===== config.mk =====
export PLATFORM = sky130hd
export DESIGN_NAME = periodic_task_release_scheduler
export DESIGN_NICKNAME = d
export VERILOG_FILES = /design/src/hdl/ptrs_pkg.sv /design/src/hdl/ptrs_tick_unit.sv /design/src/hdl/ptrs_task_table.sv /design/src/hdl/periodic_task_release_scheduler.sv
export SDC_FILE = /design/constraint.sdc
export NUM_CORES = 1
export LEC_CHECK = 0
export ABC_CLOCK_PERIOD_IN_PS = 3800
export BUFFER_PORTS_ARGS = -buffer_cell sky130_fd_sc_hd__buf_2
export CAP_MARGIN = 20
export CORE_ASPECT_RATIO = 0.5
export CORE_MARGIN = 1.5
export CORE_UTILIZATION = 30
export DETAILED_ROUTE_END_ITERATION = 10
export GPL_ROUTABILITY_DRIVEN = 0
export HOLD_SLACK_MARGIN = 0.08
export PLACE_DENSITY = 0.54
export SLEW_MARGIN = 5
export SYNTH_ARGS = -nofsm -noshare
export SYNTH_HDL_FRONTEND = slang
export SYNTH_HIERARCHICAL = 1
export SYNTH_SLANG_ARGS = --single-unit

===== constraint.sdc =====
create_clock -name clk -period 3.8 [get_ports clk]
set_input_delay 0.76 -clock clk [delete_from_list [all_inputs] [get_ports clk]]
set_output_delay 0.76 -clock clk [all_outputs]
set_load 0.01 [all_outputs]

===== src/hdl/ptrs_pkg.sv =====
// Shared types and constants of the periodic task release scheduler.
`timescale 1ns / 1ps

package ptrs_pkg;

    localparam int TIME_W          = 32;
    localparam int PERIOD_W        = 16;
    localparam int CNT_W           = 16;
    localparam int BACKLOG_W       = 8;
    localparam int TASK_IDX_W      = 2;
    localparam int NUM_PERIOD_REGS = 3;
    localparam int REG_IDX_W       = 2;
    localparam int ADDR_W          = 4;
    localparam int APB_DATA_W      = 32;

    // Register indexes on the configuration port (byte address = 4 * index)
    localparam logic [REG_IDX_W-1:0] REG_PERIOD0 = 2'd0;
    localparam logic [REG_IDX_W-1:0] REG_PERIOD1 = 2'd1;
    localparam logic [REG_IDX_W-1:0] REG_PERIOD2 = 2'd2;

    typedef logic [NUM_PERIOD_REGS-1:0][PERIOD_W-1:0] ptrs_period_bank_t;

    localparam ptrs_period_bank_t PERIOD_RESET = {16'd250, 16'd250, 16'd100};

    typedef enum logic [1:0] {
        CMD_TICK     = 2'd0,
        CMD_DISPATCH = 2'd1,
        CMD_DONE     = 2'd2,
        CMD_QUERY    = 2'd3
    } ptrs_cmd_t;

    typedef enum logic [1:0] {
        TS_BLOCKED = 2'd0,
        TS_READY   = 2'd1,
        TS_RUNNING = 2'd2
    } ptrs_task_state_t;

    // Decoded operation handed to the task table for one beat
    typedef struct packed {
        logic                  tick_go;
        logic                  dispatch_go;
        logic                  done_go;
        logic                  query_go;
        logic [TASK_IDX_W-1:0] query_task;
    } ptrs_op_t;

    // Result fields produced by the task table
    typedef struct packed {
        logic                  status;
        logic [BACKLOG_W-1:0]  backlog;
        logic [CNT_W-1:0]      executed_count;
        logic [CNT_W-1:0]      missed_count;
        logic [TASK_IDX_W-1:0] task_index;
        logic                  task_valid;
    } ptrs_table_res_t;

endpackage


===== src/hdl/ptrs_tick_unit.sv =====
// Tick counter, heartbeat residue and release times of the periodic tasks.
`timescale 1ns / 1ps

module ptrs_tick_unit #(
    parameter int NUM_TASKS       = 3,
    parameter int HEARTBEAT_TICKS = 100
) (
    input  logic                                clk,
    input  logic                                rst_n,
    input  logic                                tick_go,
    input  logic                                cfg_wr,
    input  logic [ptrs_pkg::REG_IDX_W-1:0]      cfg_idx,
    input  logic [ptrs_pkg::PERIOD_W-1:0]       cfg_data,
    input  ptrs_pkg::ptrs_period_bank_t         period_regs,
    output logic [NUM_TASKS-2:0]                release_mask,
    output logic                                hb_hit
);
    import ptrs_pkg::*;

    localparam int NUM_PER = NUM_TASKS - 1;
    localparam int HB_W    = $clog2(HEARTBEAT_TICKS + 1);

    logic [TIME_W-1:0] tick_count_reg;
    logic [TIME_W-1:0] tick_count_next;
    logic [HB_W-1:0]   hb_res_reg;
    logic [HB_W-1:0]   hb_res_next;
    logic [NUM_PER-1:0][TIME_W-1:0] next_release_reg;
    logic [NUM_PER-1:0][TIME_W-1:0] next_release_next;

    // Compare each periodic task's release time with the tick count
    always_comb
    begin
        for (int i = 0; i < NUM_PER; i++)
        begin
            release_mask[i] = (tick_count_reg == next_release_reg[i]);
        end
    end

    // Advance the count and the residue modulo the heartbeat interval; a count wrap restarts the residue
    always_comb
    begin
        tick_count_next = tick_count_reg + TIME_W'(1);
        if (tick_count_reg == {TIME_W{1'b1}})
        begin
            hb_res_next = '0;
        end
        else if (hb_res_reg == HB_W'(HEARTBEAT_TICKS - 1))
        begin
            hb_res_next = '0;
        end
        else
        begin
            hb_res_next = hb_res_reg + HB_W'(1);
        end
        hb_hit = (hb_res_next == '0);
    end

    // Reschedule released tasks, or load a release time from a period write
    always_comb
    begin
        next_release_next = next_release_reg;
        for (int i = 0; i < NUM_PER; i++)
        begin
            if (cfg_wr && (cfg_idx == REG_IDX_W'(i)))
            begin
                next_release_next[i] = TIME_W'(cfg_data);
            end
            else if (tick_go && release_mask[i])
            begin
                next_release_next[i] = tick_count_reg + TIME_W'(period_regs[i]);
            end
        end
    end

    always_ff @(posedge clk or negedge rst_n)
    begin
        if (!rst_n)
        begin
            tick_count_reg <= '0;
            hb_res_reg     <= '0;
            for (int i = 0; i < NUM_PER; i++)
            begin
                next_release_reg[i] <= TIME_W'(PERIOD_RESET[i]);
            end
        end
        else
        begin
            if (tick_go)
            begin
                tick_count_reg <= tick_count_next;
                hb_res_reg     <= hb_res_next;
            end
            next_release_reg <= next_release_next;
        end
    end

endmodule


===== src/hdl/ptrs_task_table.sv =====
// Per-task backlog, state and counters with dispatch, done and query.
`timescale 1ns / 1ps

module ptrs_task_table #(
    parameter int NUM_TASKS = 3
) (
    input  logic                       clk,
    input  logic                       rst_n,
    input  ptrs_pkg::ptrs_op_t         op,
    input  logic [NUM_TASKS-1:0]       release_mask,
    output ptrs_pkg::ptrs_table_res_t  res
);
    import ptrs_pkg::*;

    logic [NUM_TASKS-1:0][BACKLOG_W-1:0] backlog_reg, backlog_next;
    logic [NUM_TASKS-1:0][CNT_W-1:0]     missed_reg, missed_next;
    logic [NUM_TASKS-1:0][CNT_W-1:0]     executed_reg, executed_next;
    ptrs_task_state_t                    state_reg [NUM_TASKS];
    ptrs_task_state_t                    state_next [NUM_TASKS];
    logic                                run_busy_reg, run_busy_next;
    logic [TASK_IDX_W-1:0]               run_idx_reg, run_idx_next;
    logic [NUM_TASKS-1:0]                running_vec;

    always_comb
    begin
        for (int i = 0; i < NUM_TASKS; i++)
        begin
            running_vec[i] = (state_reg[i] == TS_RUNNING);
        end
    end

    always_comb
    begin
        logic found;
        found         = 1'b0;
        backlog_next  = backlog_reg;
        missed_next   = missed_reg;
        executed_next = executed_reg;
        state_next    = state_reg;
        run_busy_next = run_busy_reg;
        run_idx_next  = run_idx_reg;
        res           = '0;

        // Release: bump backlog, make ready, count a miss when jobs pile up
        if (op.tick_go)
        begin
            for (int i = 0; i < NUM_TASKS; i++)
            begin
                if (release_mask[i])
                begin
                    if (backlog_reg[i] != {BACKLOG_W{1'b1}})
                    begin
                        backlog_next[i] = backlog_reg[i] + BACKLOG_W'(1);
                    end
                    if (state_reg[i] != TS_RUNNING)
                    begin
                        state_next[i] = TS_READY;
                    end
                    if ((backlog_next[i] > BACKLOG_W'(1)) &&
                        (missed_reg[i] != {CNT_W{1'b1}}))
                    begin
                        missed_next[i] = missed_reg[i] + CNT_W'(1);
                    end
                end
            end
        end

        // Dispatch the lowest-index ready task when nothing runs
        if (op.dispatch_go && !run_busy_reg)
        begin
            for (int i = 0; i < NUM_TASKS; i++)
            begin
                if (!found && (state_reg[i] == TS_READY))
                begin
                    found          = 1'b1;
                    state_next[i]  = TS_RUNNING;
                    run_busy_next  = 1'b1;
                    run_idx_next   = TASK_IDX_W'(i);
                    res.task_valid = 1'b1;
                    res.task_index = TASK_IDX_W'(i);
                end
            end
        end

        // Retire the running job and report its counters, or flag the status when nothing runs
        if (op.done_go)
        begin
            if (!run_busy_reg)
            begin
                res.status = 1'b1;
            end
            else
            begin
                run_busy_next = 1'b0;
                for (int i = 0; i < NUM_TASKS; i++)
                begin
                    if (run_idx_reg == TASK_IDX_W'(i))
                    begin
                        if (executed_reg[i] != {CNT_W{1'b1}})
                        begin
                            executed_next[i] = executed_reg[i] + CNT_W'(1);
                        end
                        if (backlog_reg[i] != '0)
                        begin
                            backlog_next[i] = backlog_reg[i] - BACKLOG_W'(1);
                        end
                        state_next[i] = (backlog_next[i] != '0) ? TS_READY : TS_BLOCKED;
                        res.task_index     = TASK_IDX_W'(i);
                        res.missed_count   = missed_reg[i];
                        res.executed_count = executed_next[i];
                        res.backlog        = backlog_next[i];
                    end
                end
            end
        end

        // Read one task's counters; an absent task reads as zero
        if (op.query_go)
        begin
            res.task_index = op.query_task;
            for (int i = 0; i < NUM_TASKS; i++)
            begin
                if (op.query_task == TASK_IDX_W'(i))
                begin
                    res.missed_count   = missed_reg[i];
                    res.executed_count = executed_reg[i];
                    res.backlog        = backlog_reg[i];
                end
            end
        end
    end

    always_ff @(posedge clk or negedge rst_n)
    begin
        if (!rst_n)
        begin
            for (int i = 0; i < NUM_TASKS; i++)
            begin
                backlog_reg[i]  <= BACKLOG_W'(1);
                missed_reg[i]   <= '0;
                executed_reg[i] <= '0;
                state_reg[i]    <= TS_READY;
            end
            run_busy_reg <= 1'b0;
            run_idx_reg  <= '0;
        end
        else
        begin
            backlog_reg  <= backlog_next;
            missed_reg   <= missed_next;
            executed_reg <= executed_next;
            state_reg    <= state_next;
            run_busy_reg <= run_busy_next;
            run_idx_reg  <= run_idx_next;
        end
    end

    // At most one task holds the processor
    a_one_running: assert property (@(posedge clk) disable iff (!rst_n)
        $onehot0(running_vec))
        else $error("more than one task marked running");

    // The busy flag agrees with the task states
    a_busy_match: assert property (@(posedge clk) disable iff (!rst_n)
        run_busy_reg == (|running_vec))
        else $error("running flag disagrees with task states");

    // The recorded running index points at the running task
    a_idx_match: assert property (@(posedge clk) disable iff (!rst_n)
        run_busy_reg |-> (|(running_vec & (NUM_TASKS'(1) << run_idx_reg))))
        else $error("running index does not point at a running task");

endmodule


===== src/hdl/periodic_task_release_scheduler.sv =====
// A beat accepted on the input is held in the input register, then registered on m_tdata.
// One command per cycle while the result side does not stall; the input and result registers set the pace.
// The input stalls only while both registers hold a beat and the result is not taken.
// Reset (rst_n low, asynchronous): tick count zero, periods 100/250/250,
// all tasks ready with one job waiting, counters zero, no task running.
`timescale 1ns / 1ps

module periodic_task_release_scheduler #(
    parameter int NUM_TASKS       = 3,
    parameter int HEARTBEAT_TICKS = 100
) (
    input  logic                               clk,
    input  logic                               rst_n,
    // APB configuration port
    input  logic                               psel,
    input  logic                               penable,
    input  logic                               pwrite,
    input  logic [ptrs_pkg::ADDR_W-1:0]        paddr,
    input  logic [ptrs_pkg::APB_DATA_W-1:0]    pwdata,
    output logic [ptrs_pkg::APB_DATA_W-1:0]    prdata,
    output logic                               pready,
    // Command stream
    input  logic                               s_tvalid,
    output logic                               s_tready,
    input  logic [7:0]                         s_tdata,  // event_release, ui_hold, query_task[1:0], zeros
    input  logic [1:0]                         s_tuser,  // cmd[1:0]
    // Result stream
    output logic                               m_tvalid,
    input  logic                               m_tready,
    output logic [47:0]                        m_tdata   // task_valid, task_index[1:0], heartbeat,
                                                          // missed_count[15:0], executed_count[15:0],
                                                          // backlog[7:0], status, zeros
);
    import ptrs_pkg::*;

    localparam int NUM_PER = NUM_TASKS - 1;

    ptrs_period_bank_t     period_reg;
    logic                  reg_wr;
    logic                  cfg_wr;
    logic [REG_IDX_W-1:0]  reg_idx;

    logic                  in_valid_reg;
    ptrs_cmd_t             in_cmd_reg;
    logic                  in_ev_reg;
    logic                  in_hold_reg;
    logic [TASK_IDX_W-1:0] in_q_reg;

    logic                  advance;
    logic                  tick_go;
    ptrs_op_t              op;
    logic [NUM_PER-1:0]    per_release;
    logic [NUM_TASKS-1:0]  release_mask;
    logic                  hb_hit;
    ptrs_table_res_t       tbl_res;

    logic                  m_tvalid_reg;
    logic [47:0]           m_tdata_reg;

    // Configuration registers
    assign pready  = 1'b1;
    assign reg_idx = paddr[ADDR_W-1:2];
    assign reg_wr  = psel && penable && pwrite && pready;
    assign cfg_wr  = reg_wr && (reg_idx != REG_IDX_W'(NUM_PERIOD_REGS));

    always_ff @(posedge clk or negedge rst_n)
    begin
        if (!rst_n)
        begin
            period_reg <= PERIOD_RESET;
        end
        else if (reg_wr)
        begin
            unique case (reg_idx)
                REG_PERIOD0: period_reg[0] <= pwdata[PERIOD_W-1:0];
                REG_PERIOD1: period_reg[1] <= pwdata[PERIOD_W-1:0];
                REG_PERIOD2: period_reg[2] <= pwdata[PERIOD_W-1:0];
                default:     period_reg    <= period_reg;
            endcase
        end
    end

    always_comb
    begin
        unique case (reg_idx)
            REG_PERIOD0: prdata = APB_DATA_W'(period_reg[0]);
            REG_PERIOD1: prdata = APB_DATA_W'(period_reg[1]);
            REG_PERIOD2: prdata = APB_DATA_W'(period_reg[2]);
            default:     prdata = '0;
        endcase
    end

    // Input register: take a beat when empty or when it moves on
    assign advance  = in_valid_reg && (!m_tvalid_reg || m_tready);
    assign s_tready = !in_valid_reg || advance;

    always_ff @(posedge clk or negedge rst_n)
    begin
        if (!rst_n)
        begin
            in_valid_reg <= 1'b0;
        end
        else if (s_tvalid && s_tready)
        begin
            in_valid_reg <= 1'b1;
        end
        else if (advance)
        begin
            in_valid_reg <= 1'b0;
        end
    end

    always_ff @(posedge clk)
    begin
        if (s_tvalid && s_tready)
        begin
            in_cmd_reg  <= ptrs_cmd_t'(s_tuser);
            in_ev_reg   <= s_tdata[0];
            in_hold_reg <= s_tdata[1];
            in_q_reg    <= s_tdata[3:2];
        end
    end

    // Decode the held command
    always_comb
    begin
        op            = '0;
        op.query_task = in_q_reg;
        unique case (in_cmd_reg)
            CMD_TICK:     op.tick_go     = advance && !in_hold_reg;
            CMD_DISPATCH: op.dispatch_go = advance;
            CMD_DONE:     op.done_go     = advance;
            CMD_QUERY:    op.query_go    = advance;
            default:      op            = '0;
        endcase
    end

    assign tick_go      = op.tick_go;
    assign release_mask = {in_ev_reg, per_release};

    ptrs_tick_unit #(
        .NUM_TASKS       (NUM_TASKS),
        .HEARTBEAT_TICKS (HEARTBEAT_TICKS)
    ) u_tick (
        .clk          (clk),
        .rst_n        (rst_n),
        .tick_go      (tick_go),
        .cfg_wr       (cfg_wr),
        .cfg_idx      (reg_idx),
        .cfg_data     (pwdata[PERIOD_W-1:0]),
        .period_regs  (period_reg),
        .release_mask (per_release),
        .hb_hit       (hb_hit)
    );

    ptrs_task_table #(
        .NUM_TASKS (NUM_TASKS)
    ) u_table (
        .clk          (clk),
        .rst_n        (rst_n),
        .op           (op),
        .release_mask (release_mask),
        .res          (tbl_res)
    );

    // Result register: load on advance, drop once taken
    always_ff @(posedge clk or negedge rst_n)
    begin
        if (!rst_n)
        begin
            m_tvalid_reg <= 1'b0;
        end
        else if (advance)
        begin
            m_tvalid_reg <= 1'b1;
        end
        else if (m_tready)
        begin
            m_tvalid_reg <= 1'b0;
        end
    end

    always_ff @(posedge clk)
    begin
        if (advance)
        begin
            m_tdata_reg <= {3'b000, tbl_res.status, tbl_res.backlog,
                            tbl_res.executed_count, tbl_res.missed_count,
                            tick_go && hb_hit, tbl_res.task_index, tbl_res.task_valid};
        end
    end

    assign m_tvalid = m_tvalid_reg;
    assign m_tdata  = m_tdata_reg;

    // The input side stalls only when both registers are full and the sink waits
    a_stall_cause: assert property (@(posedge clk) disable iff (!rst_n)
        !s_tready |-> (in_valid_reg && m_tvalid_reg && !m_tready))
        else $error("input stalled without a full pipeline");

    // A done without a running task reports nothing but the status flag
    a_status_clean: assert property (@(posedge clk) disable iff (!rst_n)
        (m_tvalid_reg && m_tdata_reg[44]) |-> (m_tdata_reg[43:0] == '0))
        else $error("status beat carries other fields");

endmodule


### Word-level counts from Yosys, hierarchy flattened

Cells that the tools add are included.

* add/subtract/negate cells: 16
* order comparisons: 3
* equality and inequality tests: 29
* mux-type cells: 94
* reductions and logical operators: 51

Operators by type and width (number)
* $mux 42: 6
* $mux 8: 27
* $mux 32: 4
* $mux 40: 3
* $add 16x1->16 const B: 6
* $ne 16x16->1 const B: 6
* $mux 24: 3
* $add 32x16->32: 2
* $eq 32x32->1: 2
* $mux 16: 3
* $pmux 16 s3: 1
* $reduce_bool 8->1: 6
* $add 32x1->32 const B: 1
* $eq 32x32->1 const B: 1
* $mux 2: 16
* $add 8x1->8 const B: 3
* $gt 8x1->1 const B: 3
* $mux 6: 4
* $ne 8x8->1 const B: 3
* $sub 8x1->8 const B: 3
* $mux 1: 23
* $reduce_and 3->1: 6
* $logic_and 1x1->1: 17
* $eq 2x1->1 const B: 7
* 13 further kinds: 37

* register bits: 333
* input port bits: 53
* output and inout bits: 83
* logic and storage cells: 223

### Logic depth before layout (Yosys ltp)

Gate-level depths: netlist (run 1).

* depth in word-level cells: 23
* depth in mapped cells: 11
* depth with buffers taken out: 10

### Cells and area by module

Netlist (run 1), hierarchy kept.

Modules (own cells, without submodules)
* ptrs_task_table: times used 1, cells each 1419, area each 10935.5 um^2, seq. area each 3235.6 um^2
* ptrs_tick_unit: times used 1, cells each 856, area each 7335.8 um^2, seq. area each 2588.7 um^2
* periodic_task_release_scheduler: times used 1, cells each 248, area each 4001.3 um^2, seq. area each 2801.4 um^2

### Worst setup path before layout (run 1)

Ideal clock, no wire load.

* path kind: input to register
* start point: in m_tready
* end point: reg m_tdata_reg[28], in the netlist m_tdata[28], data pin
* setup time: 0.260 ns
* data arrival time: 3.111 ns
* required time: 3.540 ns
* setup slack: 0.429 ns
* stages: 10
* buffers on the path: 0
* path through: nand2b_1 nand2_1 inv_1 and3_1 nor2b_1 nor2_1 a311o_1 o211ai_1 a221o_1 o21ai_1

RTL lines
* start: declaration: line periodic_task_release_scheduler.sv:29 `input logic m_tready,`
* end signal: assignment: line periodic_task_release_scheduler.sv:187 `m_tdata_reg <= {3'b000, tbl_res.status, tbl_res.backlog,`
* end: declaration: line periodic_task_release_scheduler.sv:58 `logic [47:0] m_tdata_reg;`

### Final worst setup path (run 1)

* start point: reg u_tick.tick_count_reg[0]
* end point: reg u_tick/next_release_reg[62] (netlist name)

* cells in the longest elaborated chain, start to end: 3

RTL lines
* start: declaration: line ptrs_tick_unit.sv:23 `logic [TIME_W-1:0] tick_count_reg;`
* start signal: assignment: line ptrs_tick_unit.sv:90 `tick_count_reg <= tick_count_next;`
* $add 32x16->32 or $eq 32x32->1 (tied branches): line ptrs_tick_unit.sv:70, ptrs_tick_unit.sv:35
* $mux 32 or $logic_and 1x1->1 (tied branches): line ptrs_tick_unit.sv:68 `else if (tick_go && release_mask[i])`
* $mux 32 or $reduce_bool 2->1 (tied branches)
* end signal: indexed assignment: line ptrs_tick_unit.sv:83 `next_release_reg[i] <= TIME_W'(PERIOD_RESET[i]);`
* end signal: assignment: line ptrs_tick_unit.sv:93 `next_release_reg <= next_release_next;`
* end: declaration: line ptrs_tick_unit.sv:27 `logic [NUM_PER-1:0][TIME_W-1:0] next_release_reg;`

Parallel ways exist; a longest one is shown, timed or not. The select of a mux whose other input is x is not followed.
A chain may end at the register's enable or synchronous reset.

==> flow_summary.rst, run 1 <==
.. list-table::
   :header-rows: 1

   * - Metric
     - Value
   * - Status
     - completed
   * - Distinct cells, synth
     - 102
   * - Post-CTS Hold Fix Bufs
     - 0
   * - Clk sink count
     - 333
   * - Net count reported at finish
     - 2667
   * - Latest clock arrival within the worst-skew pair
     - 0.60 ns
   * - Die Height
     - 196 um
   * - Core region area
     - 73200 um^2
   * - Average cell area after synthesis
     - 8.83 um^2
   * - Buffers on Ports
     - 93
   * - Time the final worst path needs with I/O delays and setup
     - 3.38 ns
   * - Final setup slack of the worst path
     - 0.421 ns
   * - Required arrival time at the worst endpoint
     - 4.25 ns
   * - First-pass iteration count of the detailed router
     - 5
   * - Final std cells w/o fill
     - 3568
   * - Number of global-route vias before repair
     - 18300
   * - Synth Instances
     - 2523
   * - Synthesized flop and latch total
     - 333
   * - TritonCTS clock tree
     - yes
   * - Max-cap violations
     - 0
   * - Critical R2R Launch
     - u_tick/tick_count_reg[0]$_DFFE_PN0P_
   * - Count of flip-flops with a built-in enable after synthesis
     - 51
   * - Via count
     - 19100
   * - Number of flip-flops under the largest register name
     - 64
   * - DRC violation count after routing
     - 0
   * - Endpoint of the most critical register-to-register path
     - u_tick/next_release_reg[62]$_DFFE_PN0P_
   * - Residual overflow from global routing
     - 0
   * - Number of placed I/O pins
     - 136
   * - Highest achievable clock rate
     - 296 MHz
   * - Area growth from synthesis to layout
     - 12.3%
   * - Largest net degree at the start of global routing
     - 76
   * - DRT antenna net count
     - 0
   * - Setup repair after global routing missed its margin
     - false
   * - Routed wire per std cell
     - 18.9 um
   * - Std-Cell Rows
     - 70
   * - Violation count after the first detailed-route iteration
     - 1507
   * - Worst Max-Slew Pin Slew
     - 1.16 ns
   * - Clk Tree Root Cell
     - sky130_fd_sc_hd__clkbuf_16
   * - Power density of the placed cells
     - 463 nW/um^2
   * - Minimum setup slack after placement
     - 0.423 ns
   * - Maximum fanout along the worst path
     - 8
   * - Category of the most critical setup path
     - reg2reg
   * - Vias per std cell
     - 5.34
   * - Post-route clock skew
     - 0.0454 ns
   * - Buffer depth of the longest clock path
     - 3
   * - Worst hold-check path type
     - in2async
   * - Die Span X
     - 388 um
   * - Total leakage power
     - 10.3 nW
   * - Clock buffers created by TritonCTS
     - 39
   * - HPWL after detailed placement
     - 48.7 mm
   * - Setup TNS after final layout
     - 0 ns
   * - Wire length of the first global-routing pass
     - 106 mm
   * - Slack of the worst reg-to-reg path
     - 0.42 ns
   * - Post-cts resize count
     - 0
   * - Main synth FF type
     - sky130_fd_sc_hd__dfrtp_1
   * - Worst setup SP type
     - flip-flop
   * - Setup-failing EPs final
     - 0
   * - Antenna violations before repair
     - 1
   * - Warnings, synthesis
     - 6
   * - Global Route Usage Sum
     - 0.174
   * - Endpoint arrival time on the critical path
     - 3.83 ns
   * - Worst r2r path cells
     - 9
   * - Power, Total
     - 11.6 mW
   * - Level count of the clock H-tree
     - 2
   * - Max-slew violation count
     - 0
   * - Clock-pin slew on the worst setup and hold paths
     - 0.06 ns
   * - Category of the worst setup path capture point
     - flip-flop
   * - Number of instances in the placed design
     - 3495
   * - Final Routed Wirelength
     - 67.3 mm
   * - Worst ir drop on vdd
     - 0.332 mV
   * - Sequential share of the synthesized area
     - 0.387
   * - Portion of the clock cycle consumed by the worst path in the final layout
     - 0.889
   * - Worst slew margin relative to its limit
     - 0.223
   * - Final Hold Violating Endpoints
     - 0
   * - Layout cells sized above 1
     - 0.146
   * - Synth async-reset ratio
     - 0.847
   * - Area of the mapped netlist
     - 22300 um^2
   * - Number of buffers added for setup after CTS
     - 0
   * - Initial core utilization
     - 0.304
   * - Area enclosed by the die boundary
     - 76000 um^2
-- how the worst max path moves through the flow --
stage                     slack [ns]                                  from                                      end
final                           0.42  u_tick/tick_count_reg[0]$_DFFE_PN0P_  u_tick/next_release_reg[62]$_DFFE_PN0P_
after global routing            0.21  u_tick/tick_count_reg[4]$_DFFE_PN0P_                    m_tdata[37]$_DFFE_PP_
after CTS                       0.42  u_tick/tick_count_reg[8]$_DFFE_PN0P_                    m_tdata[37]$_DFFE_PP_
after detailed placement        0.42                              m_tready       u_table/missed_reg[33]$_DFFE_PN0P_
after global placement          0.45                              m_tready       u_table/missed_reg[33]$_DFFE_PN0P_
after floorplan                 0.43                              m_tready                    m_tdata[28]$_DFFE_PP_
-- cell type report --
class / instances / area [um^2]
timing repair buffer: 174 / 1130
multi-input combinational: 1967 / 12600
fill: 7684 / 48200
sequential: 333 / 8630
clock buffer: 61 / 1140
tap: 972 / 1220
inverter: 49 / 184
clock inverter: 11 / 123
antenna: 1 / 2.50
-- Yosys cell counts, types with 16 or more instances --
master                     number  share of area
sky130_fd_sc_hd__a211oi_1      23         0.0078
sky130_fd_sc_hd__a21o_1        18         0.0061
sky130_fd_sc_hd__a21oi_1      113          0.025
sky130_fd_sc_hd__a22oi_1       19         0.0064
sky130_fd_sc_hd__a31oi_1       51          0.014
sky130_fd_sc_hd__and3_1        44          0.012
sky130_fd_sc_hd__buf_2         59          0.013
sky130_fd_sc_hd__buf_4         25         0.0084
sky130_fd_sc_hd__clkbuf_1      88          0.015
sky130_fd_sc_hd__dfrtp_1      252           0.28
sky130_fd_sc_hd__dfstp_2       30          0.035
sky130_fd_sc_hd__edfxtp_1      51          0.069
sky130_fd_sc_hd__ha_1          48          0.027
sky130_fd_sc_hd__inv_1         49         0.0083
sky130_fd_sc_hd__mux2_2        69          0.035
sky130_fd_sc_hd__mux2i_1       73          0.033
sky130_fd_sc_hd__nand2_1      293          0.049
sky130_fd_sc_hd__nand2b_1      16         0.0045
sky130_fd_sc_hd__nand3_1       98          0.022
sky130_fd_sc_hd__nand4_1       55          0.015
sky130_fd_sc_hd__nor2_1       210          0.035
sky130_fd_sc_hd__nor2b_1       19         0.0053
sky130_fd_sc_hd__nor3_1        64          0.014
sky130_fd_sc_hd__nor4_1        30         0.0084
sky130_fd_sc_hd__o211ai_1      25         0.0084
sky130_fd_sc_hd__o21ai_0      192          0.043
sky130_fd_sc_hd__o22ai_1       17         0.0048
sky130_fd_sc_hd__or3_1         21         0.0059
sky130_fd_sc_hd__xnor2_1      137          0.054
sky130_fd_sc_hd__xor2_1        99          0.039
-- per-layer routing --
| metal | global-route usage | up-vias | share of wire |
|---|---|---|---|
| li1 | - | 9126 | - |
| met1 | 0.247 | 9358 | 0.48 |
| met2 | 0.280 | 481 | 0.46 |
| met3 | 0.0263 | 86 | 0.051 |
| met4 | 0.0391 | 0 | 0.017 |
| met5 | 0 | - | 0 |
-- power by group --
| group | internal, mW | leakage [nW] | switching, mW |
|---|---|---|---|
| clock network | 2.21 | 0.619 | 1.62 |
| registers | 4.10 | 4.16 | 0.595 |
| logic | 1.24 | 5.56 | 1.81 |
-- placed cells by master (no fill, tap or decap), types with 11 or more instances in the layout --
master / instances
sky130_fd_sc_hd__buf_2: 92
sky130_fd_sc_hd__and2_1: 14
sky130_fd_sc_hd__nand3_1: 98
sky130_fd_sc_hd__nor4_1: 30
sky130_fd_sc_hd__a22oi_1: 19
sky130_fd_sc_hd__nor3_1: 63
sky130_fd_sc_hd__and3_1: 43
sky130_fd_sc_hd__o211ai_1: 25
sky130_fd_sc_hd__nand2b_1: 16
sky130_fd_sc_hd__o21ai_0: 192
sky130_fd_sc_hd__edfxtp_1: 51
sky130_fd_sc_hd__nor2_1: 209
sky130_fd_sc_hd__o31ai_1: 12
sky130_fd_sc_hd__or3_1: 21
sky130_fd_sc_hd__xnor2_1: 137
sky130_fd_sc_hd__inv_1: 48
sky130_fd_sc_hd__nand2_1: 293
sky130_fd_sc_hd__conb_1: 20
sky130_fd_sc_hd__xor2_1: 99
sky130_fd_sc_hd__mux2_2: 69
sky130_fd_sc_hd__and4_1: 11
sky130_fd_sc_hd__clkbuf_1: 15
sky130_fd_sc_hd__clkbuf_16: 40
sky130_fd_sc_hd__dfrtp_1: 251
sky130_fd_sc_hd__a21o_1: 18
sky130_fd_sc_hd__o22ai_1: 17
sky130_fd_sc_hd__nor2b_1: 18
sky130_fd_sc_hd__a21oi_1: 113
sky130_fd_sc_hd__a211oi_1: 23
sky130_fd_sc_hd__ha_1: 48
sky130_fd_sc_hd__mux2i_1: 73
sky130_fd_sc_hd__nand4_1: 55
sky130_fd_sc_hd__buf_4: 77
sky130_fd_sc_hd__o21ai_1: 11
sky130_fd_sc_hd__dfstp_2: 30
sky130_fd_sc_hd__a31oi_1: 51
-- stage by stage --
step                      area (um^2)  hold slack [ns]   util
after global routing            25000            0.190  0.342
after CTS                       25000            0.174  0.342
after detailed placement        23700            0.493  0.324
after floorplan                 22300            0.464      -
final                           25000            0.163  0.342
after global placement          23700            0.487  0.324
-- worst max-delay path: stages, from the launching register on --
cell,delay (ns)
sky130_fd_sc_hd__dfrtp_1,0.45
sky130_fd_sc_hd__ha_1,0.26
sky130_fd_sc_hd__fa_1,0.24
sky130_fd_sc_hd__a21oi_1,0.13
sky130_fd_sc_hd__o2111ai_1,0.48
sky130_fd_sc_hd__o21ai_0,0.21
sky130_fd_sc_hd__a31oi_1,0.86
sky130_fd_sc_hd__nor3b_1,0.38
sky130_fd_sc_hd__xnor2_1,0.16
sky130_fd_sc_hd__a21oi_1,0.08
-- kinds of logic after synthesis --
group           after synthesis  synth area share
other cells                   2          0.000337
flops                       333             0.387
mux                         143            0.0682
compound gates              570             0.159
buf+inv                     241            0.0513
simple gates                948             0.213
fa+ha+maj                    50            0.0288
xor+xnor                    236            0.0928
Note: power is estimated with default switching activity, not from simulation.
==> run 2: changes to the inputs <==
--- a/config.mk
+++ b/config.mk
@@ -11,6 +11,7 @@
 export CORE_ASPECT_RATIO = 0.5
 export CORE_MARGIN = 1.5
 export CORE_UTILIZATION = 30
+export CTS_BUF_LIST = sky130_fd_sc_hd__clkbuf_4
 export DETAILED_ROUTE_END_ITERATION = 10
 export GPL_ROUTABILITY_DRIVEN = 0
 export HOLD_SLACK_MARGIN = 0.08
==> run 2 against run 1 <==
Worst hold slack better by 0.025 ns. Non-clock buffer count increased by 22. Register-to-register slack lost 0.02 ns. Combinational power barely moved. Wire length up 0.95%. Clock-buffer cell count grew 67. Fmax down 0.53%. Critical path type unchanged. Setup slack worse by 0.018 ns. Sequential power is essentially flat. Critical path depth is 1 higher. Die area did not move.
==> flow_summary.rst, run 2 (synthesis results as in run 1) <==
.. list-table::
   :header-rows: 1

   * - Metric
     - Value
   * - Number of flip-flops under the largest register name
     - 64
   * - Setup TNS after final layout
     - 0 ns
   * - Kind of cell adding the most delay to the critical path
     - simple AND/OR/NAND/NOR gates
   * - Endpoint of the most critical register-to-register path
     - m_tdata[37]$_DFFE_PP_
   * - Most frequent cell on the critical path
     - sky130_fd_sc_hd__and2_1
   * - Final Hold Violating Endpoints
     - 0
   * - Vias per std cell
     - 5.30
   * - Setup-failing EPs final
     - 0
   * - Worst hold path cell count
     - 3
   * - Layout cells sized above 1
     - 0.171
   * - Required arrival time at the worst endpoint
     - 4.52 ns
   * - Slack of the worst reg-to-reg path
     - 0.40 ns
   * - Via count
     - 19500
   * - Critical Path, Cell by Cell
     - xnor2_1, nand4_1, nor4_1, and2_1, and2_1, o21a_1, o21ai_0, a211oi_1, a21oi_1, a32oi_1
   * - Leading cell types in the layout, fill and taps excluded
     - sky130_fd_sc_hd__nand2_1, sky130_fd_sc_hd__dfrtp_1, sky130_fd_sc_hd__nor2_1, sky130_fd_sc_hd__o21ai_0, sky130_fd_sc_hd__xnor2_1
   * - TritonCTS clock tree
     - yes
   * - Worst hold slack
     - 0.188 ns
   * - Clk sink count
     - 333
   * - Max stage delay on crit path
     - 0.52 ns
   * - Power density of the placed cells
     - 445 nW/um^2
   * - Hold worst-path end
     - u_tick/next_release_reg[14]$_DFFE_PN0P_
   * - Worst hold-check path type
     - in2reg
   * - Power, Total
     - 11.2 mW
   * - Number of placed I/O pins
     - 136
   * - Total leakage power
     - 10.5 nW
   * - DRT antenna net count
     - 0
   * - Number of global-route vias before repair
     - 18700
   * - Bufs and invs on worst path
     - 0
   * - Wire length of the first global-routing pass
     - 107 mm
   * - Highest achievable clock rate
     - 294 MHz
   * - Level count of the clock H-tree
     - 3
   * - Category of the most critical setup path
     - reg2reg
   * - Worst ir drop on vdd
     - 0.224 mV
   * - Core region area
     - 73200 um^2
   * - Final Routed Wirelength
     - 67.9 mm
   * - Die Height
     - 196 um
   * - Setup repair after global routing missed its margin
     - false
   * - Worst slew margin relative to its limit
     - 0.239
   * - Std-Cell Rows
     - 70
   * - Critical R2R Launch
     - u_tick/tick_count_reg[4]$_DFFE_PN0P_
   * - DRC violation count after routing
     - 0
   * - Worst r2r path cells
     - 10
   * - First-pass iteration count of the detailed router
     - 5
   * - Worst setup SP type
     - flip-flop
   * - Post-route clock skew
     - 0.0555 ns
   * - Net count reported at finish
     - 2739
   * - Max-cap violations
     - 0
   * - Initial core utilization
     - 0.304
   * - Clock buffers created by TritonCTS
     - 89
   * - Routed wire per std cell
     - 18.4 um
   * - Buffer depth of the longest clock path
     - 3
   * - Die Span X
     - 388 um
   * - Status
     - completed
   * - Area enclosed by the die boundary
     - 76000 um^2
   * - Endpoint arrival time on the critical path
     - 4.12 ns
   * - Slowest-stage cell, CP
     - sky130_fd_sc_hd__dfrtp_1
   * - Maximum fanout along the worst path
     - 9
   * - Portion of the clock cycle consumed by the worst path in the final layout
     - 0.894
   * - Global Route Usage Sum
     - 0.178
   * - Violation count after the first detailed-route iteration
     - 1368
   * - Critical hold path startpoint
     - pwdata[14]
   * - Category of the worst setup path capture point
     - flip-flop
   * - Residual overflow from global routing
     - 0
   * - Area growth from synthesis to layout
     - 13.0%
   * - Clk Tree Root Cell
     - sky130_fd_sc_hd__clkbuf_4
   * - HPWL after detailed placement
     - 48.7 mm
   * - Antenna violations before repair
     - 2
   * - Largest net degree at the start of global routing
     - 76
   * - Time the final worst path needs with I/O delays and setup
     - 3.40 ns
   * - Buffers on Ports
     - 93
   * - Clock-pin slew on the worst setup and hold paths
     - 0.07 ns
   * - Most common cell after layout, fill and taps aside
     - sky130_fd_sc_hd__nand2_1
   * - Worst Max-Slew Pin Slew
     - 1.14 ns
   * - Max-slew violation count
     - 0
   * - Latest clock arrival within the worst-skew pair
     - 0.93 ns
run 2: cell types whose count changed in the layout (fill, tap and decap cells not counted), moves of 2 or more:
| cell | change |
|---|---|
| sky130_fd_sc_hd__inv_6 | -2 |
| sky130_fd_sc_hd__clkinvlp_4 | +2 |
| sky130_fd_sc_hd__diode_2 | +5 |
| sky130_fd_sc_hd__clkinv_1 | +20 |
| sky130_fd_sc_hd__dlygate4sd3_1 | +22 |
| sky130_fd_sc_hd__clkbuf_8 | -6 |
| sky130_fd_sc_hd__clkbuf_4 | +128 |
| sky130_fd_sc_hd__clkbuf_16 | -40 |
| sky130_fd_sc_hd__clkbuf_1 | -15 |
run 2: how the worst max path moves through the flow:
| stage | start | endpoint | slack, ns | cells after the start |
|---|---|---|---|---|
| 4_1_cts | u_tick/tick_count_reg[8]$_DFFE_PN0P_ | m_tdata[37]$_DFFE_PP_ | 0.43 | 10 |
| 6_report | u_tick/tick_count_reg[4]$_DFFE_PN0P_ | m_tdata[37]$_DFFE_PP_ | 0.40 | 10 |
| 3_3_place_gp | m_tready | u_table/missed_reg[33]$_DFFE_PN0P_ | 0.45 | 8 |
| 5_1_grt | u_tick/tick_count_reg[4]$_DFFE_PN0P_ | u_tick/next_release_reg[62]$_DFFE_PN0P_ | 0.19 | 8 |
| 2_1_floorplan | m_tready | m_tdata[28]$_DFFE_PP_ | 0.43 | 10 |
| 3_5_place_dp | m_tready | u_table/missed_reg[33]$_DFFE_PN0P_ | 0.42 | 8 |
run 2: area by class of cell:
cell class	count	area [um^2]
fill	7726	48100
multi-input combinational	1967	12600
sequential	333	8630
timing repair buffer	196	1350
tap	972	1220
clock buffer	128	961
clock inverter	33	221
inverter	49	184
antenna	6	15.0
run 2: worst min-delay path: stages:
cell                      delay (ns)
sky130_fd_sc_hd__buf_2          0.14
sky130_fd_sc_hd__nor2_1         0.10
sky130_fd_sc_hd__a21oi_1        0.04
run 2: layer usage:
| metal | vias to the layer above | wire length (um) | GRT usage |
|---|---|---|---|
| met5 | - | 0 | 0 |
| li1 | 9318 | - | - |
| met4 | 0 | 1350 | 0.0497 |
| met2 | 572 | 30900 | 0.280 |
| met1 | 9540 | 31700 | 0.247 |
| met3 | 104 | 4000 | 0.0356 |
run 2: per-stage QoR:
stage | utilization | instance area, um^2 | cells | setup slack [ns]
final | 0.344 | 25200 | 3684 | 0.403
after CTS | 0.344 | 25200 | 3678 | 0.426
after global routing | 0.344 | 25200 | 3684 | 0.192
after detailed placement | 0.324 | 23700 | 3495 | 0.423
after floorplan | - | 22300 | 2541 | 0.429
after global placement | 0.324 | 23700 | 3495 | 0.446
run 2: repair_timing:
action,4_1_cts,5_1_grt
endpoints found under the hold margin,125,0
gates resized for setup,0,0
buffers inserted,0,0
hold buffers,22,0
run 2: power by group:
group	switching, mW	total [mW]	internal [mW]	leakage, nW
registers	0.596	4.69	4.09	4.16
logic	1.82	3.07	1.25	5.65
clock network	1.69	3.45	1.76	0.692
==> run 3: changes to the inputs <==
--- a/config.mk
+++ b/config.mk
@@ -8,14 +8,14 @@
 export ABC_CLOCK_PERIOD_IN_PS = 3800
 export BUFFER_PORTS_ARGS = -buffer_cell sky130_fd_sc_hd__buf_2
 export CAP_MARGIN = 20
-export CORE_ASPECT_RATIO = 0.5
+export CORE_ASPECT_RATIO = 1.25
 export CORE_MARGIN = 1.5
-export CORE_UTILIZATION = 30
+export CORE_UTILIZATION = 45
 export CTS_BUF_LIST = sky130_fd_sc_hd__clkbuf_4
 export DETAILED_ROUTE_END_ITERATION = 10
 export GPL_ROUTABILITY_DRIVEN = 0
 export HOLD_SLACK_MARGIN = 0.08
-export PLACE_DENSITY = 0.54
+export PLACE_DENSITY = 0.71
 export SLEW_MARGIN = 5
 export SYNTH_ARGS = -nofsm -noshare
 export SYNTH_HDL_FRONTEND = slang
==> run 3 against run 2 <==
Fmax fell by 5.4%. First-iteration DRC count rose by 16%. Cell area fell by 2.7%. Setup slack got worse by 0.20 ns. Clock-buffer cell count rose by 7. Total power fell by 0.77%. Worst hold slack got worse by 0.019 ns. Via count rose by 3.0%. Global-route usage rose by 7.3 points. Critical path type unchanged. Largest cell class unchanged.
==> flow_summary.rst, run 3 (synthesis results as in run 1) <==
.. list-table::
   :header-rows: 1

   * - Metric
     - Value
   * - Clk sink count
     - 333
   * - Wire length of the first global-routing pass
     - 102 mm
   * - Power density of the placed cells
     - 454 nW/um^2
   * - Required arrival time at the worst endpoint
     - 4.49 ns
   * - Time the final worst path needs with I/O delays and setup
     - 3.59 ns
   * - Total leakage power
     - 10.4 nW
   * - Comb power frac
     - 0.268
   * - Via count
     - 20100
   * - Kind of cell adding the most delay to the critical path
     - compound AO/OA/AOI/OAI gates
   * - Area growth from synthesis to layout
     - 9.93%
   * - Total routed wire length on the met1 layer
     - 24.6 mm
   * - Bufs and invs on worst path
     - 1
   * - Routed wire per std cell
     - 19.3 um
   * - Category of the most critical setup path
     - reg2reg
   * - Worst hold slack
     - 0.170 ns
   * - Critical Path, Cell by Cell
     - ha_1, fa_1, a21oi_1, o2111ai_1, a211oi_1, o21bai_1, a21oi_1, buf_4, o21ai_0, a311oi_1
   * - Slowest-stage cell, CP
     - sky130_fd_sc_hd__a211oi_1
   * - Clock network power share
     - 0.306
   * - Vias per std cell
     - 6.07
   * - Largest net degree at the start of global routing
     - 95
   * - Most frequent cell on the critical path
     - sky130_fd_sc_hd__a21oi_1
   * - Number of global-route vias before repair
     - 19400
   * - Number of placed I/O pins
     - 136
   * - Final Routed Wirelength
     - 64.1 mm
   * - Switching Share
     - 0.358
   * - Maximum fanout along the worst path
     - 13
   * - DRC violation count after routing
     - 0
   * - Final Hold Violating Endpoints
     - 0
   * - Worst slew margin relative to its limit
     - 0.395
   * - Final-layout fill cell count
     - 4505
   * - Antenna violations before repair
     - 1
   * - First-pass iteration count of the detailed router
     - 8
   * - Worst Max-Slew Pin Slew
     - 0.907 ns
   * - Clock-pin slew on the worst setup and hold paths
     - 0.06 ns
   * - Worst setup SP type
     - flip-flop
   * - Number of buffers added for setup after CTS
     - 0
   * - Number of instances in the placed design
     - 3154
   * - HPWL after detailed placement
     - 45.9 mm
   * - DRT antenna net count
     - 0
   * - Highest achievable clock rate
     - 278 MHz
   * - Worst hold-check path type
     - in2reg
   * - Slack of the worst reg-to-reg path
     - 0.21 ns
   * - Max-cap violations
     - 0
   * - Buffers on Ports
     - 93
   * - Max-slew violation count
     - 0
   * - Register share of total power
     - 0.426
   * - Residual overflow from global routing
     - 0
   * - Die Height
     - 252 um
   * - Max stage delay on crit path
     - 0.62 ns
   * - Endpoint arrival time on the critical path
     - 4.29 ns
   * - Int Pwr
     - 7.14 mW
   * - Status
     - completed
   * - Setup repair after global routing missed its margin
     - false
   * - Final std cells w/o fill
     - 3315
   * - Area enclosed by the die boundary
     - 50800 um^2
   * - Clk Tree Root Cell
     - sky130_fd_sc_hd__clkbuf_4
   * - Category of the worst setup path capture point
     - flip-flop
   * - Setup TNS after final layout
     - 0 ns
   * - Number of flip-flops under the largest register name
     - 64
   * - Net count reported at finish
     - 2706
   * - Total met3 wirelength after detailed routing
     - 4.99 mm
   * - Worst ir drop on vdd
     - 0.327 mV
   * - Power, Total
     - 11.1 mW
   * - Std-Cell Rows
     - 90
   * - Post-CTS Hold Fix Bufs
     - 3
   * - Utilization after layout
     - 0.504
   * - Level count of the clock H-tree
     - 3
   * - TritonCTS clock tree
     - yes
   * - Post-route clock skew
     - 0.0525 ns
   * - Global Route Usage Sum
     - 0.250
   * - Buffer depth of the longest clock path
     - 3
   * - Total met2 wirelength after detailed routing
     - 30.9 mm
   * - Most common cell after layout, fill and taps aside
     - sky130_fd_sc_hd__nand2_1
   * - Initial core utilization
     - 0.459
   * - Latest clock arrival within the worst-skew pair
     - 0.84 ns
   * - Layout cells sized above 1
     - 0.169
   * - Post-cts resize count
     - 0
   * - Setup-failing EPs final
     - 0
   * - Clock buffers created by TritonCTS
     - 88
   * - Portion of the clock cycle consumed by the worst path in the final layout
     - 0.945
   * - Violation count after the first detailed-route iteration
     - 1592
   * - Top routing layer in use
     - met4
   * - Core region area
     - 48500 um^2
   * - Leading cell types in the layout, fill and taps excluded
     - sky130_fd_sc_hd__nand2_1, sky130_fd_sc_hd__dfrtp_1, sky130_fd_sc_hd__nor2_1, sky130_fd_sc_hd__o21ai_0, sky130_fd_sc_hd__xnor2_1
   * - Switching power total
     - 3.98 mW
   * - Die Span X
     - 202 um
==> run 3: stage by stage <==
stage	cell area, um^2	setup WS [ns]
floorplan	22300	0.429
global placement	23300	0.389
detailed placement	23300	0.358
CTS	24500	0.296
global route	24500	0.0198
finish	24500	0.207
==> run 3: cell type report <==
type	instances	area, um^2	share of cell area
antenna	1	2.50	0.000102
clock buffer	135	1010	0.0414
clock inverter	22	178	0.00726
inverter	49	184	0.00751
multi-input combinational	1967	12600	0.514
sequential	333	8630	0.352
tap	644	806	0.0329
timing repair buffer	164	1090	0.0446
==> run 3: worst paths after layout <==
kind                                                              from                                      end  cells after the start
max in group asynchronous                                        rst_n                period_reg[5]$_DFFE_PN1P_                      3
worst max register to register    u_tick/tick_count_reg[0]$_DFFE_PN0P_  u_tick/next_release_reg[18]$_DFFE_PN0P_                     10
min in group asynchronous                                        rst_n     u_table/executed_reg[32]$_DFFE_PN0P_                      2
worst max-delay path              u_tick/tick_count_reg[0]$_DFFE_PN0P_  u_tick/next_release_reg[18]$_DFFE_PN0P_                     10
worst min-delay path                                        s_tdata[0]                      in_ev_reg$_DFFE_PP_                      1
worst min register to register  u_tick/next_release_reg[6]$_DFFE_PN1P_   u_tick/next_release_reg[6]$_DFFE_PN1P_                      2
==> run 3: metal layers <==
metal	vias to the layer above	global-route usage
li1	9254	-
met1	9574	0.296
met2	1043	0.422
met3	247	0.0439
met4	0	0.156
met5	-	0
==> run 3: power groups by stage <==
stage | combinational (mW) | clock [mW] | sequential, mW
5_1_grt | 3.26 | 3.67 | 4.80
3_3_place_gp | 2.84 | 0 | 4.75
3_5_place_dp | 2.91 | 0 | 4.78
6_report | 2.98 | 3.40 | 4.74
4_1_cts | 2.93 | 3.49 | 4.71
2_1_floorplan | 2.30 | 0 | 4.46
